**src/rtl/ra85_pkg.sv**
```systemverilog
// ----------------------------------------------------------------------------
// ra85_pkg
// Shared types and constants of the run-length / ASCII85 stream encoder.
// ----------------------------------------------------------------------------
package ra85_pkg;

  typedef enum logic [2:0] {
    ST_IDLE,
    ST_DECIDE,
    ST_NEXT,
    ST_PUSH,
    ST_MUL,
    ST_DIG,
    ST_LOAD,
    ST_FINAL
  } state_t;

  // controller -> datapath
  typedef struct packed {
    logic accept;
    logic decide;
    logic adv_slot;
    logic rd;
    logic push;
    logic mul;
    logic dig;
    logic load;
    logic final_start;
    logic clear;
  } cmd_t;

  // datapath -> controller
  typedef struct packed {
    logic slot_valid;
    logic slot_done;
    logic need_mem;
    logic last;
    logic tuple_full;
    logic word_zero;
    logic dig_last;
    logic fin_grp;
    logic fill_zero;
    logic out_busy;
  } stat_t;

  localparam logic       CFG_RLE_ENABLE  = 1'b0;
  localparam logic       CFG_LINE_LENGTH = 1'b1;
  localparam logic [7:0] LINE_RESET      = 8'd72;
  localparam logic [7:0] LINE_MIN        = 8'd5;
  localparam logic [6:0] CHAR_BASE       = 7'd33;
  localparam logic [6:0] CHAR_Z          = 7'd122;
  localparam logic [8:0] KEY_REP_BASE    = 9'd257;
  localparam logic [31:0] RECIP_85       = 32'hC0C0C0C1; // ceil(2^38/85)
  localparam int          RECIP_SHIFT    = 38;
  localparam logic [6:0] DIV_85          = 7'd85;
  localparam logic [2:0] DIGITS          = 3'd5;

endpackage

```
**src/rtl/ra85_ctrl.sv**
```systemverilog
// ----------------------------------------------------------------------------
// ra85_ctrl
// Sequencer: steps one accepted byte through run coding, byte emission,
// base-85 conversion and the output register.
// ----------------------------------------------------------------------------
module ra85_ctrl (
  input  logic             clk,
  input  logic             rst_n,
  input  logic             in_tvalid,
  output logic             in_tready,
  input  ra85_pkg::stat_t  stat,
  output ra85_pkg::cmd_t   cmd
);

  ra85_pkg::state_t state_r, state_nxt;

  always_ff @(posedge clk) begin
    if (!rst_n) begin
      state_r <= ra85_pkg::ST_IDLE;
    end else begin
      state_r <= state_nxt;
    end
  end

  always_comb begin
    state_nxt = state_r;
    unique case (state_r)
      ra85_pkg::ST_IDLE: begin
        if (in_tvalid) state_nxt = ra85_pkg::ST_DECIDE;
      end
      ra85_pkg::ST_DECIDE: state_nxt = ra85_pkg::ST_NEXT;
      ra85_pkg::ST_NEXT: begin
        if (!stat.slot_valid) begin
          state_nxt = stat.last ? ra85_pkg::ST_FINAL : ra85_pkg::ST_IDLE;
        end else if (!stat.slot_done) begin
          state_nxt = ra85_pkg::ST_PUSH;
        end
      end
      ra85_pkg::ST_PUSH: begin
        if (stat.tuple_full) begin
          state_nxt = stat.word_zero ? ra85_pkg::ST_LOAD : ra85_pkg::ST_MUL;
        end else begin
          state_nxt = ra85_pkg::ST_NEXT;
        end
      end
      ra85_pkg::ST_MUL: state_nxt = ra85_pkg::ST_DIG;
      ra85_pkg::ST_DIG: begin
        state_nxt = stat.dig_last ? ra85_pkg::ST_LOAD : ra85_pkg::ST_MUL;
      end
      ra85_pkg::ST_LOAD: begin
        if (!stat.out_busy) begin
          state_nxt = stat.fin_grp ? ra85_pkg::ST_IDLE : ra85_pkg::ST_NEXT;
        end
      end
      ra85_pkg::ST_FINAL: begin
        state_nxt = stat.fill_zero ? ra85_pkg::ST_IDLE : ra85_pkg::ST_MUL;
      end
      default: state_nxt = ra85_pkg::ST_IDLE;
    endcase
  end

  always_comb begin
    cmd       = '0;
    in_tready = 1'b0;
    unique case (state_r)
      ra85_pkg::ST_IDLE: begin
        in_tready  = 1'b1;
        cmd.accept = in_tvalid;
      end
      ra85_pkg::ST_DECIDE: cmd.decide = 1'b1;
      ra85_pkg::ST_NEXT: begin
        if (stat.slot_valid) begin
          cmd.adv_slot = stat.slot_done;
          cmd.rd       = !stat.slot_done && stat.need_mem;
        end
      end
      ra85_pkg::ST_PUSH: cmd.push = 1'b1;
      ra85_pkg::ST_MUL:  cmd.mul  = 1'b1;
      ra85_pkg::ST_DIG:  cmd.dig  = 1'b1;
      ra85_pkg::ST_LOAD: begin
        cmd.load  = !stat.out_busy;
        cmd.clear = !stat.out_busy && stat.fin_grp;
      end
      ra85_pkg::ST_FINAL: begin
        cmd.clear       = stat.fill_zero;
        cmd.final_start = !stat.fill_zero;
      end
      default: cmd = '0;
    endcase
  end

endmodule

```
**src/rtl/ra85_dp.sv**
```systemverilog
// ----------------------------------------------------------------------------
// ra85_dp
// Datapath: config, run coder state, literal store, emission slots,
// tuple packer, base-85 digit unit and the output register.
// ----------------------------------------------------------------------------
module ra85_dp #(
  parameter int MAX_RUN = 128
) (
  input  logic             clk,
  input  logic             rst_n,
  input  logic             cfg_we,
  input  logic             cfg_addr,
  input  logic [7:0]       cfg_wdata,
  input  logic [7:0]       in_byte,
  input  logic             in_last,
  input  logic             out_tready,
  output logic             out_tvalid,
  output logic [6:0]       out_ch [5],
  output logic [2:0]       out_cnt,
  output logic [2:0]       out_nl,
  output logic             out_eos,
  input  ra85_pkg::cmd_t   cmd,
  output ra85_pkg::stat_t  stat
);

  localparam int AW = (MAX_RUN > 2) ? $clog2(MAX_RUN) : 1;
  localparam logic [8:0] MAX_RUN_W = 9'(MAX_RUN);

  typedef enum logic [1:0] {PH_IDLE, PH_REPEAT, PH_LITERAL} phase_t;
  typedef enum logic [1:0] {K_PAIR, K_LIT, K_RAW} kind_t;
  typedef struct packed {
    logic       vld;
    kind_t      kind;
    logic [7:0] key;
    logic [7:0] val;
    logic [7:0] n;
  } slot_t;

  function automatic slot_t mk_pair(input logic [7:0] key, input logic [7:0] val);
    slot_t s;
    s      = '0;
    s.vld  = 1'b1;
    s.kind = K_PAIR;
    s.key  = key;
    s.val  = val;
    return s;
  endfunction

  function automatic slot_t mk_lit(input logic [7:0] n);
    slot_t s;
    s      = '0;
    s.vld  = 1'b1;
    s.kind = K_LIT;
    s.key  = n - 8'd1;
    s.n    = n;
    return s;
  endfunction

  function automatic logic [7:0] rep_key(input logic [7:0] c);
    return 8'(ra85_pkg::KEY_REP_BASE - {1'b0, c});
  endfunction

  // config and stream
  logic       rle_en_r, mode_r, open_r;
  logic [7:0] line_len_r;
  logic [7:0] b_r;
  logic       last_r;

  // run coder
  phase_t     phase_r, ph_n;
  logic [7:0] cnt_r, cnt_n, rv_r, rv_n, p1_r, p1_n, p2_r, p2_n;
  logic       wr_en;
  logic [AW-1:0] wr_addr;
  slot_t      e0, e1;
  logic [7:0] lit_mem [MAX_RUN];
  logic [7:0] rdata_r;

  // emission
  slot_t      slot_r [2];
  logic [7:0] pos_r, len0;
  logic [7:0] cur_byte;
  logic       final_byte;

  // packer / converter
  logic [31:0] tw_r, word_nxt, conv_w_r;
  logic [1:0]  tf_r;
  logic [63:0] prod_r;
  logic [25:0] q;
  logic [6:0]  rem;
  logic [2:0]  dig_cnt_r, grp_n_r;
  logic [6:0]  ch_r [5];
  logic        grp_eos_r, fin_grp_r;
  logic [7:0]  col_r;

  // newline
  logic [7:0] eff_len, diff, col_n;
  logic [2:0] nl_n;

  // ---------------- run coder decision ----------------
  always_comb begin
    ph_n    = phase_r;
    cnt_n   = cnt_r;
    rv_n    = rv_r;
    p1_n    = p1_r;
    p2_n    = p2_r;
    wr_en   = 1'b0;
    wr_addr = '0;
    e0      = '0;
    e1      = '0;
    if (!mode_r) begin
      e0      = '0;
      e0.vld  = 1'b1;
      e0.kind = K_RAW;
      e0.val  = b_r;
    end else begin
      if (phase_r == PH_REPEAT) begin
        if (b_r == rv_r) begin
          cnt_n = cnt_r + 8'd1;
          if ({1'b0, cnt_n} >= MAX_RUN_W) begin
            e0   = mk_pair(rep_key(cnt_n), rv_r);
            ph_n = PH_IDLE;
          end
        end else if (cnt_r >= 8'd2) begin
          e0      = mk_pair(rep_key(cnt_r), rv_r);
          rv_n    = b_r;
          cnt_n   = 8'd1;
          wr_en   = 1'b1;
          wr_addr = '0;
        end else begin
          // single byte then a different one: switch to literal
          wr_en   = 1'b1;
          wr_addr = AW'(1);
          p2_n    = rv_r;
          p1_n    = b_r;
          cnt_n   = 8'd2;
          ph_n    = PH_LITERAL;
          if (9'd2 >= MAX_RUN_W) begin
            e0   = mk_lit(8'd2);
            ph_n = PH_IDLE;
          end
        end
      end else if (phase_r == PH_LITERAL && cnt_r >= 8'd1 && cnt_r <= 8'd127) begin
        if (cnt_r >= 8'd3 && b_r == p1_r && b_r == p2_r) begin
          // last two literals plus this byte open a repeat run
          e0    = mk_lit(cnt_r - 8'd2);
          rv_n  = b_r;
          cnt_n = 8'd3;
          ph_n  = PH_REPEAT;
          if (9'd3 >= MAX_RUN_W) begin
            e1   = mk_pair(rep_key(8'd3), b_r);
            ph_n = PH_IDLE;
          end
        end else begin
          wr_en   = 1'b1;
          wr_addr = AW'(cnt_r);
          p2_n    = p1_r;
          p1_n    = b_r;
          cnt_n   = cnt_r + 8'd1;
          if ({1'b0, cnt_n} >= MAX_RUN_W) begin
            e0   = mk_lit(cnt_n);
            ph_n = PH_IDLE;
          end
        end
      end else begin
        rv_n    = b_r;
        cnt_n   = 8'd1;
        ph_n    = PH_REPEAT;
        wr_en   = 1'b1;
        wr_addr = '0;
      end
      // end of stream: flush the open run
      if (last_r) begin
        if (ph_n == PH_REPEAT) begin
          if (cnt_n >= 8'd2) begin
            if (e0.vld) e1 = mk_pair(rep_key(cnt_n), rv_n);
            else        e0 = mk_pair(rep_key(cnt_n), rv_n);
          end else begin
            if (e0.vld) e1 = mk_pair(8'd0, rv_n);
            else        e0 = mk_pair(8'd0, rv_n);
          end
        end else if (ph_n == PH_LITERAL) begin
          if (e0.vld) e1 = mk_lit(cnt_n);
          else        e0 = mk_lit(cnt_n);
        end
      end
    end
  end

  // ---------------- emission cursor ----------------
  always_comb begin
    case (slot_r[0].kind)
      K_PAIR:  len0 = 8'd2;
      K_LIT:   len0 = slot_r[0].n + 8'd1;
      default: len0 = 8'd1;
    endcase
    if (slot_r[0].kind == K_RAW)    cur_byte = slot_r[0].val;
    else if (pos_r == 8'd0)         cur_byte = slot_r[0].key;
    else if (slot_r[0].kind == K_LIT) cur_byte = rdata_r;
    else                            cur_byte = slot_r[0].val;
    final_byte = (pos_r == len0 - 8'd1) && !slot_r[1].vld;
    word_nxt   = {tw_r[23:0], cur_byte};
  end

  // ---------------- digit step: q = w / 85, rem = w % 85 ----------------
  assign q   = prod_r[63:ra85_pkg::RECIP_SHIFT];
  assign rem = conv_w_r[6:0] - 7'(q[6:0] * ra85_pkg::DIV_85);

  // ---------------- newline position ----------------
  always_comb begin
    eff_len = (line_len_r < ra85_pkg::LINE_MIN) ? ra85_pkg::LINE_MIN : line_len_r;
    diff    = eff_len - col_r;
    if ({1'b0, col_r} + 9'd1 >= {1'b0, eff_len}) begin
      nl_n  = 3'd1;
      col_n = {5'd0, grp_n_r} - 8'd1;
    end else if (diff <= {5'd0, grp_n_r}) begin
      nl_n  = diff[2:0];
      col_n = {5'd0, grp_n_r} - diff;
    end else begin
      nl_n  = 3'd0;
      col_n = col_r + {5'd0, grp_n_r};
    end
  end

  // ---------------- literal store ----------------
  always_ff @(posedge clk) begin
    if (cmd.decide && wr_en) lit_mem[wr_addr] <= b_r;
    if (cmd.rd) rdata_r <= lit_mem[AW'(pos_r - 8'd1)];
  end

  // ---------------- payload registers ----------------
  always_ff @(posedge clk) begin
    if (cmd.accept) begin
      b_r    <= in_byte;
      last_r <= in_last;
    end
    if (cmd.mul) prod_r <= conv_w_r * ra85_pkg::RECIP_85;
    if (cmd.push && tf_r == 2'd3) begin
      if (word_nxt == 32'd0) begin
        ch_r[0] <= ra85_pkg::CHAR_Z;
        for (int k = 1; k < 5; k++) ch_r[k] <= 7'd0;
        grp_n_r <= 3'd1;
      end else begin
        conv_w_r <= word_nxt;
        grp_n_r  <= ra85_pkg::DIGITS;
      end
    end
    if (cmd.final_start) begin
      conv_w_r <= tw_r << (8 * (4 - {3'd0, tf_r}));
      grp_n_r  <= {1'b0, tf_r} + 3'd1;
    end
    if (cmd.dig) begin
      ch_r[0] <= rem + ra85_pkg::CHAR_BASE;
      for (int k = 0; k < 4; k++) ch_r[k+1] <= ch_r[k];
      conv_w_r <= {6'd0, q};
    end
    if (cmd.load) begin
      for (int k = 0; k < 5; k++) out_ch[k] <= (3'(k) < grp_n_r) ? ch_r[k] : 7'd0;
      out_cnt <= grp_n_r;
      out_nl  <= nl_n;
      out_eos <= grp_eos_r;
    end
  end

  // ---------------- control registers ----------------
  always_ff @(posedge clk) begin
    if (!rst_n) begin
      rle_en_r   <= 1'b1;
      line_len_r <= ra85_pkg::LINE_RESET;
      mode_r     <= 1'b1;
      open_r     <= 1'b0;
      phase_r    <= PH_IDLE;
      cnt_r      <= 8'd0;
      rv_r       <= 8'd0;
      p1_r       <= 8'd0;
      p2_r       <= 8'd0;
      slot_r[0]  <= '0;
      slot_r[1]  <= '0;
      pos_r      <= 8'd0;
      tw_r       <= 32'd0;
      tf_r       <= 2'd0;
      dig_cnt_r  <= 3'd0;
      grp_eos_r  <= 1'b0;
      fin_grp_r  <= 1'b0;
      col_r      <= 8'd0;
      out_tvalid <= 1'b0;
    end else begin
      if (cfg_we) begin
        if (cfg_addr == ra85_pkg::CFG_RLE_ENABLE) rle_en_r <= cfg_wdata[0];
        else line_len_r <= cfg_wdata;
      end
      if (cmd.accept) begin
        open_r <= 1'b1;
        if (!open_r) mode_r <= rle_en_r;
      end
      if (cmd.decide) begin
        phase_r   <= ph_n;
        cnt_r     <= cnt_n;
        rv_r      <= rv_n;
        p1_r      <= p1_n;
        p2_r      <= p2_n;
        slot_r[0] <= e0;
        slot_r[1] <= e1;
        pos_r     <= 8'd0;
      end
      if (cmd.adv_slot) begin
        slot_r[0] <= slot_r[1];
        slot_r[1] <= '0;
        pos_r     <= 8'd0;
      end
      if (cmd.push) begin
        pos_r     <= pos_r + 8'd1;
        grp_eos_r <= last_r && final_byte;
        fin_grp_r <= 1'b0;
        dig_cnt_r <= ra85_pkg::DIGITS;
        if (tf_r == 2'd3) begin
          tw_r <= 32'd0;
          tf_r <= 2'd0;
        end else begin
          tw_r <= word_nxt;
          tf_r <= tf_r + 2'd1;
        end
      end
      if (cmd.final_start) begin
        dig_cnt_r <= ra85_pkg::DIGITS;
        grp_eos_r <= 1'b1;
        fin_grp_r <= 1'b1;
      end
      if (cmd.dig) dig_cnt_r <= dig_cnt_r - 3'd1;
      if (cmd.load) begin
        out_tvalid <= 1'b1;
        col_r      <= col_n;
      end else if (out_tready) begin
        out_tvalid <= 1'b0;
      end
      if (cmd.clear) begin
        open_r    <= 1'b0;
        phase_r   <= PH_IDLE;
        cnt_r     <= 8'd0;
        rv_r      <= 8'd0;
        tw_r      <= 32'd0;
        tf_r      <= 2'd0;
        col_r     <= 8'd0;
        fin_grp_r <= 1'b0;
      end
    end
  end

  always_comb begin
    stat            = '0;
    stat.slot_valid = slot_r[0].vld;
    stat.slot_done  = pos_r == len0;
    stat.need_mem   = slot_r[0].kind == K_LIT && pos_r != 8'd0;
    stat.last       = last_r;
    stat.tuple_full = tf_r == 2'd3;
    stat.word_zero  = word_nxt == 32'd0;
    stat.dig_last   = dig_cnt_r == 3'd1;
    stat.fin_grp    = fin_grp_r;
    stat.fill_zero  = tf_r == 2'd0;
    stat.out_busy   = out_tvalid && !out_tready;
  end

endmodule

```
**src/rtl/rle_ascii85_stream_encoder_unit.sv**
```systemverilog
// ----------------------------------------------------------------------------
// rle_ascii85_stream_encoder_unit
// Byte stream in, ASCII85 groups out, with optional run-length coding.
// ----------------------------------------------------------------------------
// Sequence: a word is taken and is decided in the next cycle; each coded
//   byte then passes a cursor step (with any literal-store read) and a push,
//   and each run record a further cursor step to advance. A full non-zero tuple
//   then runs the base-85 unit (a multiply and a digit step for each of the 5
//   digits) and the output load; an all-zero tuple goes straight to the load.
// Input: a new word is taken only once all records of the last one are emitted
//   and any group it completes is loaded; a last word adds a final step and,
//   for a partial tuple, its conversion and load. A held output group stalls the load.
// Reset: rst_n synchronous, active low; clears run, tuple, column and output
//   state, rle_enable to 1 and line_length to 72. Literal store is not cleared.
module rle_ascii85_stream_encoder_unit #(
  parameter int MAX_RUN = 128
) (
  input  logic        clk,
  input  logic        rst_n,
  // input word
  input  logic        in_tvalid,
  output logic        in_tready,
  input  logic [7:0]  in_tdata,   // [7:0] data_byte
  input  logic        in_tlast,   // last_byte
  // result word
  output logic        out_tvalid,
  input  logic        out_tready,
  output logic [47:0] out_tdata,  // [6:0] first_char, [13:7] second_char,
                                  // [20:14] third_char, [27:21] fourth_char,
                                  // [34:28] fifth_char, [37:35] char_count,
                                  // [40:38] newline_after, [47:41] zero
  output logic        out_tlast,  // end_of_stream
  // configuration
  input  logic        cfg_we,
  input  logic        cfg_addr,   // 0 rle_enable, 1 line_length
  input  logic [7:0]  cfg_wdata
);

  ra85_pkg::cmd_t  cmd;
  ra85_pkg::stat_t stat;
  logic [6:0]      ch [5];
  logic [2:0]      cnt, nl;

  // sequencer: owns the input handshake and every step of the datapath
  ra85_ctrl u_ctrl (
    .clk       (clk),
    .rst_n     (rst_n),
    .in_tvalid (in_tvalid),
    .in_tready (in_tready),
    .stat      (stat),
    .cmd       (cmd)
  );

  // datapath: run coder, literal store, packer, digit unit, output register
  ra85_dp #(.MAX_RUN(MAX_RUN)) u_dp (
    .clk        (clk),
    .rst_n      (rst_n),
    .cfg_we     (cfg_we),
    .cfg_addr   (cfg_addr),
    .cfg_wdata  (cfg_wdata),
    .in_byte    (in_tdata),
    .in_last    (in_tlast),
    .out_tready (out_tready),
    .out_tvalid (out_tvalid),
    .out_ch     (ch),
    .out_cnt    (cnt),
    .out_nl     (nl),
    .out_eos    (out_tlast),
    .cmd        (cmd),
    .stat       (stat)
  );

  assign out_tdata = {7'd0, nl, cnt, ch[4], ch[3], ch[2], ch[1], ch[0]};

endmodule

```
**config.mk**
```make
export PLATFORM = sky130hd
export DESIGN_NAME = rle_ascii85_stream_encoder_unit
export DESIGN_NICKNAME = d
export VERILOG_FILES = /design/src/rtl/ra85_pkg.sv /design/src/rtl/ra85_ctrl.sv /design/src/rtl/ra85_dp.sv /design/src/rtl/rle_ascii85_stream_encoder_unit.sv
export SDC_FILE = /design/constraint.sdc
export NUM_CORES = 2
export LEC_CHECK = 0
export ABC_AREA = 1
export BUFFER_PORTS_ARGS = -buffer_cell sky130_fd_sc_hd__buf_4
export CORE_AREA = 2 2 400 323
export DETAILED_ROUTE_END_ITERATION = 10
export DIE_AREA = 0 0 402 325
export GPL_TIMING_DRIVEN = 0
export HOLD_SLACK_MARGIN = 0.12
export PLACE_DENSITY_LB_ADDON = 0.1
export SYNTH_ARGS = -nofsm -noshare
export SYNTH_HDL_FRONTEND = slang
export SYNTH_SLANG_ARGS = --single-unit
```
**constraint.sdc**
```tcl
create_clock -name clk -period 5.4 [get_ports clk]
set_input_delay 0.54 -clock clk [delete_from_list [all_inputs] [get_ports clk]]
set_output_delay 0.54 -clock clk [all_outputs]
set_load 0.1 [all_outputs]
```
==> run_results.csv <==
group,metric,value,unit
run_status,status,"complete, but fails checks",
run_status,violations,"max-capacitance violations, max-slew violations, negative setup slack",
cells_and_area,design_area,0.08103,mm^2
floorplanning,die-area,0.1307,mm^2
global_route,grt_overflow,0,
clocking,root_buffer,"clkbuf_16",
worst_setup_path,path_max_fanout,4,
sta,fin_crit_sh,109.1,%
sta,setup_viol,31,
pwr,ir_drop,992.9,uV
pwr,power_leakage,30.40,nW
place,place_area,0.07343,mm^2
worst_setup_path,arrival,6400,ps
floorplanning,rows,117,
clocking,clock_latency,810,ps
worst_setup_path,end_kind,"flop",
global_route,gr-usage-all-layers,42.55,%
route,routed-via-count,56510,
synth,ys_types,65,
place,gp_congestion,1.079,
worst_setup_path,crit_type,"flop to flop",
worst_setup_path,required,5910,ps
floorplanning,die_x,402,um
global_route,antenna_found_initial,36,
route,drt-pass1-iter-count,7,
worst_setup_path,critPathBufInv,6,
route,antenna_left,0,
synth,async_reset_ff_share,0,%
sta,slew_viol_final,128,
global_route,grt_pass1_wl,388500,um
sta,setup_ws,-490.1,ps
clocking,cts_tree,"yes",
cells_and_area,fin_util,64.06,%
worst_setup_path,reg2regPathDepth,23,
place,port_buffers,65,
pwr,p_per_area,585.3,mW/mm^2
sta,relSlewSlack,-16.14,%
clocking,cts_buffers,135,
hold_path,worstHoldPathCells,4,
worst_setup_path,cp.depth,23,
hold_path,hp-class,"input pin to flop",
route,drt-initial-drc-count,10200,
route,postRouteWirelength,282400,um
cells_and_area,drive_above_1_share,12.30,%
synth,ys.flop_type,"edfxtp_1",
global_route,grt_max_degree,36,
flow_run,max_cap_violations,12,
worst_setup_path,crit_chain,"buf_6 -> ha_4 -> ha_4 -> inv_2 -> fa_1 -> inv_1 -> fa_1 -> inv_2 -> fa_1 -> fa_2 -> fa_1 -> inv_2 -> ha_4 -> ha_4 -> a21o_1 -> buf_4 -> a31oi_1 -> o21ai_0 -> a21oi_1 -> nand2_2 -> nand3_1 -> nand2_1 -> xor2_1",
global_route,grt_pass1_vias,51957,
sta,hold_viol_final,0,
sta,finalCriticalPeriod,5890,ps
synth,synthesis.instances,6559,
sta,clock.fmax,169.8,MHz
floorplanning,die_y,325,um
place,dp.cells,8364,
cells_and_area,instances_no_fill,8752,
clocking,htree_levels,4,
worst_setup_path,slowest_stage,"fa_1",
sta,clock_skew,54.60,ps
pwr,finalPower,47.42,mW
synth,synth-seq-area-share,56.39,%
clocking,clkSlewWorstSetupHoldPaths,60,ps
synth,yosysWarningCount,0,
sta,worst_pin_slew,1742,ps
cells_and_area,nets,7529,
route,routedWlPerCell,32.27,um
synth,synth_edf_count,1226,
floorplanning,coreArea,0.1265,mm^2
worst_setup_path,setup.worst_path.start_class,"flop",
route,vias_per_cell,6.457,
cells_and_area,fill_cells,10155,
floorplanning,start_util,54.71,%
worst_setup_path,critPathTopFamily,"adder cells",
worst_setup_path,cpPeakStageDelay,550,ps
floorplanning,io_pins,74,
route,drc,0,
clocking,cts_sinks,1336,
cells_and_area,syn_to_final_growth,17.10,%
synth,syn_area_per_cell,10.55,um^2
synth,synth_seq_cells,1336,
synth,syn_area,0.06920,mm^2
clocking,clock_path_buffers,3,
place,hpwl,203200,um
sta,grt_setup_unrepaired,"true",
==> power by group <==
part	internal, mW	leakage, nW	total [mW]	switching (mW)
sequential	12.3	12.0	12.6	0.273
combinational	9.34	16.2	25.4	16.0
clock	5.13	2.13	9.45	4.32
==> worst min-delay path, stage by stage <==
cell     delay [ps]
buf_4            90
nand2_1         120
o21ai_0         180
a21oi_1          50
==> layout by cell type (no fill, tap or decap), drive strengths merged, types with 6 or more instances in the layout <==
master and instances:
xnor2 28, nor4 16, xor2 67, clkbuf 393, a21oi 195, dfxtp 110
fa 173, nand3 156, o22ai 87, clkinv 62, ha 379, a22oi 10
o211ai 65, nand2 714, mux2i 81, o21a 6, conb 17, edfxtp 1226
bufinv 6, diode 27, nand4 21, inv 728, a22o 11, nor2 1126
o32ai 56, nand3b 9, o221ai 61, a211oi 18, a21o 14, a221oi 8
o21bai 11, buf 300, dlygate4sd3 21, nor3 90, o21ai 728, or2 16
a31oi 19
==> metrics by stage <==
step | setup TNS [ps] | worst slack (ps) | hold slack (ps)
floorplan | 0 | 8.212 | 408.6
global placement | -2618710 | -3349 | 449.2
detailed placement | -82600 | -2365 | 446.9
CTS | -6144 | -418.2 | 169.5
global route | -11890 | -682.6 | 263.6
finish | -9118 | -490.1 | 216.7
==> flip-flops by register name, summed over array words and instances, names as in the netlist, 26 cells and up <==
signal         count
u_dp.slot_r       53
u_dp.ch_r         35
u_dp.out_ch       35
u_dp.tw_r         32
u_dp.lit_mem    1024
u_dp.conv_w_r     32
u_dp.prod_r       26
==> cell type report <==
| class | count | area (um^2) | share of cell area [%] |
|---|---|---|---|
| repair buffers | 244 | 2992 | 3.692 |
| clock buffers | 172 | 3630 | 4.480 |
| diodes | 27 | 67.56 | 0.08339 |
| well taps | 1666 | 2085 | 2.573 |
| multi-input cells | 4209 | 28360 | 35.00 |
| flip-flops and latches | 1336 | 39020 | 48.16 |
| clock inverters | 70 | 748.2 | 0.9234 |
| inverters | 728 | 2739 | 3.380 |
| plain buffers | 300 | 1389 | 1.714 |
==> path summary, 6_finish.rpt <==
check                                                        to                        from  slack [ps]
worst min-delay path            u_dp.line_len_r[0]$_SDFFE_PN0P_                      cfg_we         220
worst min register to register       u_dp.tw_r[25]$_SDFFE_PP0P_  u_dp.tw_r[25]$_SDFFE_PP0P_         470
worst max-delay path                  u_dp.prod_r[57]$_DFFE_PP_  u_dp.conv_w_r[6]$_DFFE_PP_        -490
worst max register to register        u_dp.prod_r[57]$_DFFE_PP_  u_dp.conv_w_r[6]$_DFFE_PP_        -490
==> Yosys cell counts (6+ instances only) <==
cell | instances | area share [%]
nand3_4 | 6 | 0.15
a31oi_1 | 19 | 0.17
a22o_1 | 11 | 0.14
nor2_1 | 1118 | 6.1
or2_2 | 9 | 0.081
xor2_1 | 67 | 0.85
a221oi_1 | 8 | 0.10
o211ai_1 | 64 | 0.69
nand2_1 | 710 | 3.9
xnor2_1 | 28 | 0.35
a21oi_1 | 195 | 1.4
a22oi_1 | 10 | 0.11
o21ai_1 | 9 | 0.065
nor2_2 | 6 | 0.054
mux2i_1 | 81 | 1.2
buf_1 | 23 | 0.12
dfxtp_1 | 110 | 3.2
o221ai_1 | 61 | 0.77
clkbuf_1 | 223 | 1.2
o21a_1 | 6 | 0.065
nor3_1 | 88 | 0.64
edfxtp_1 | 1226 | 53
buf_4 | 8 | 0.087
ha_1 | 379 | 6.9
o21ai_0 | 718 | 5.2
nand4_1 | 21 | 0.19
buf_6 | 6 | 0.098
fa_1 | 173 | 5.0
buf_2 | 41 | 0.30
nand3_1 | 146 | 1.1
a21o_1 | 14 | 0.15
o22ai_1 | 87 | 0.79
o21bai_1 | 11 | 0.12
nand3b_1 | 9 | 0.098
inv_1 | 717 | 3.9
nor4_1 | 15 | 0.14
a211oi_1 | 18 | 0.20
o32ai_1 | 56 | 0.71
==> kinds of logic (layout without fill, tap and decap cells) <==
kind of cell,Yosys count,count (layout),share of synthesized area [%]
AO/OA/AOI/OAI,1307,1307,10.94
XOR/XNOR,95,95,1.202
adder cells (fa/ha/maj),552,552,11.86
buffers and inverters,1030,1514,5.775
flip-flops,1336,1336,56.39
multiplexers,81,81,1.172
other,1,44,0.005419
AND/OR/NAND/NOR,2157,2157,12.66
==> repair_timing <==
action | CTS | global route
cloned | 0 | 0
hold buffers | 21 | 0
endpoints found under the hold margin | 21 | 0
endpoints found under the setup margin | 102 | 60
gates resized for setup | 353 | 128
pin swaps | 97 | 44
buffers inserted | 73 | 26
==> routing by layer <==
metal | part of all wire (%) | track usage (%)
met5 | 0.30 | 3.801
met4 | 3.7 | 13.57
met3 | 18 | 22.34
met2 | 38 | 55.10
met1 | 40 | 60.45
No activity file was read; power rests on OpenSTA's default activity.
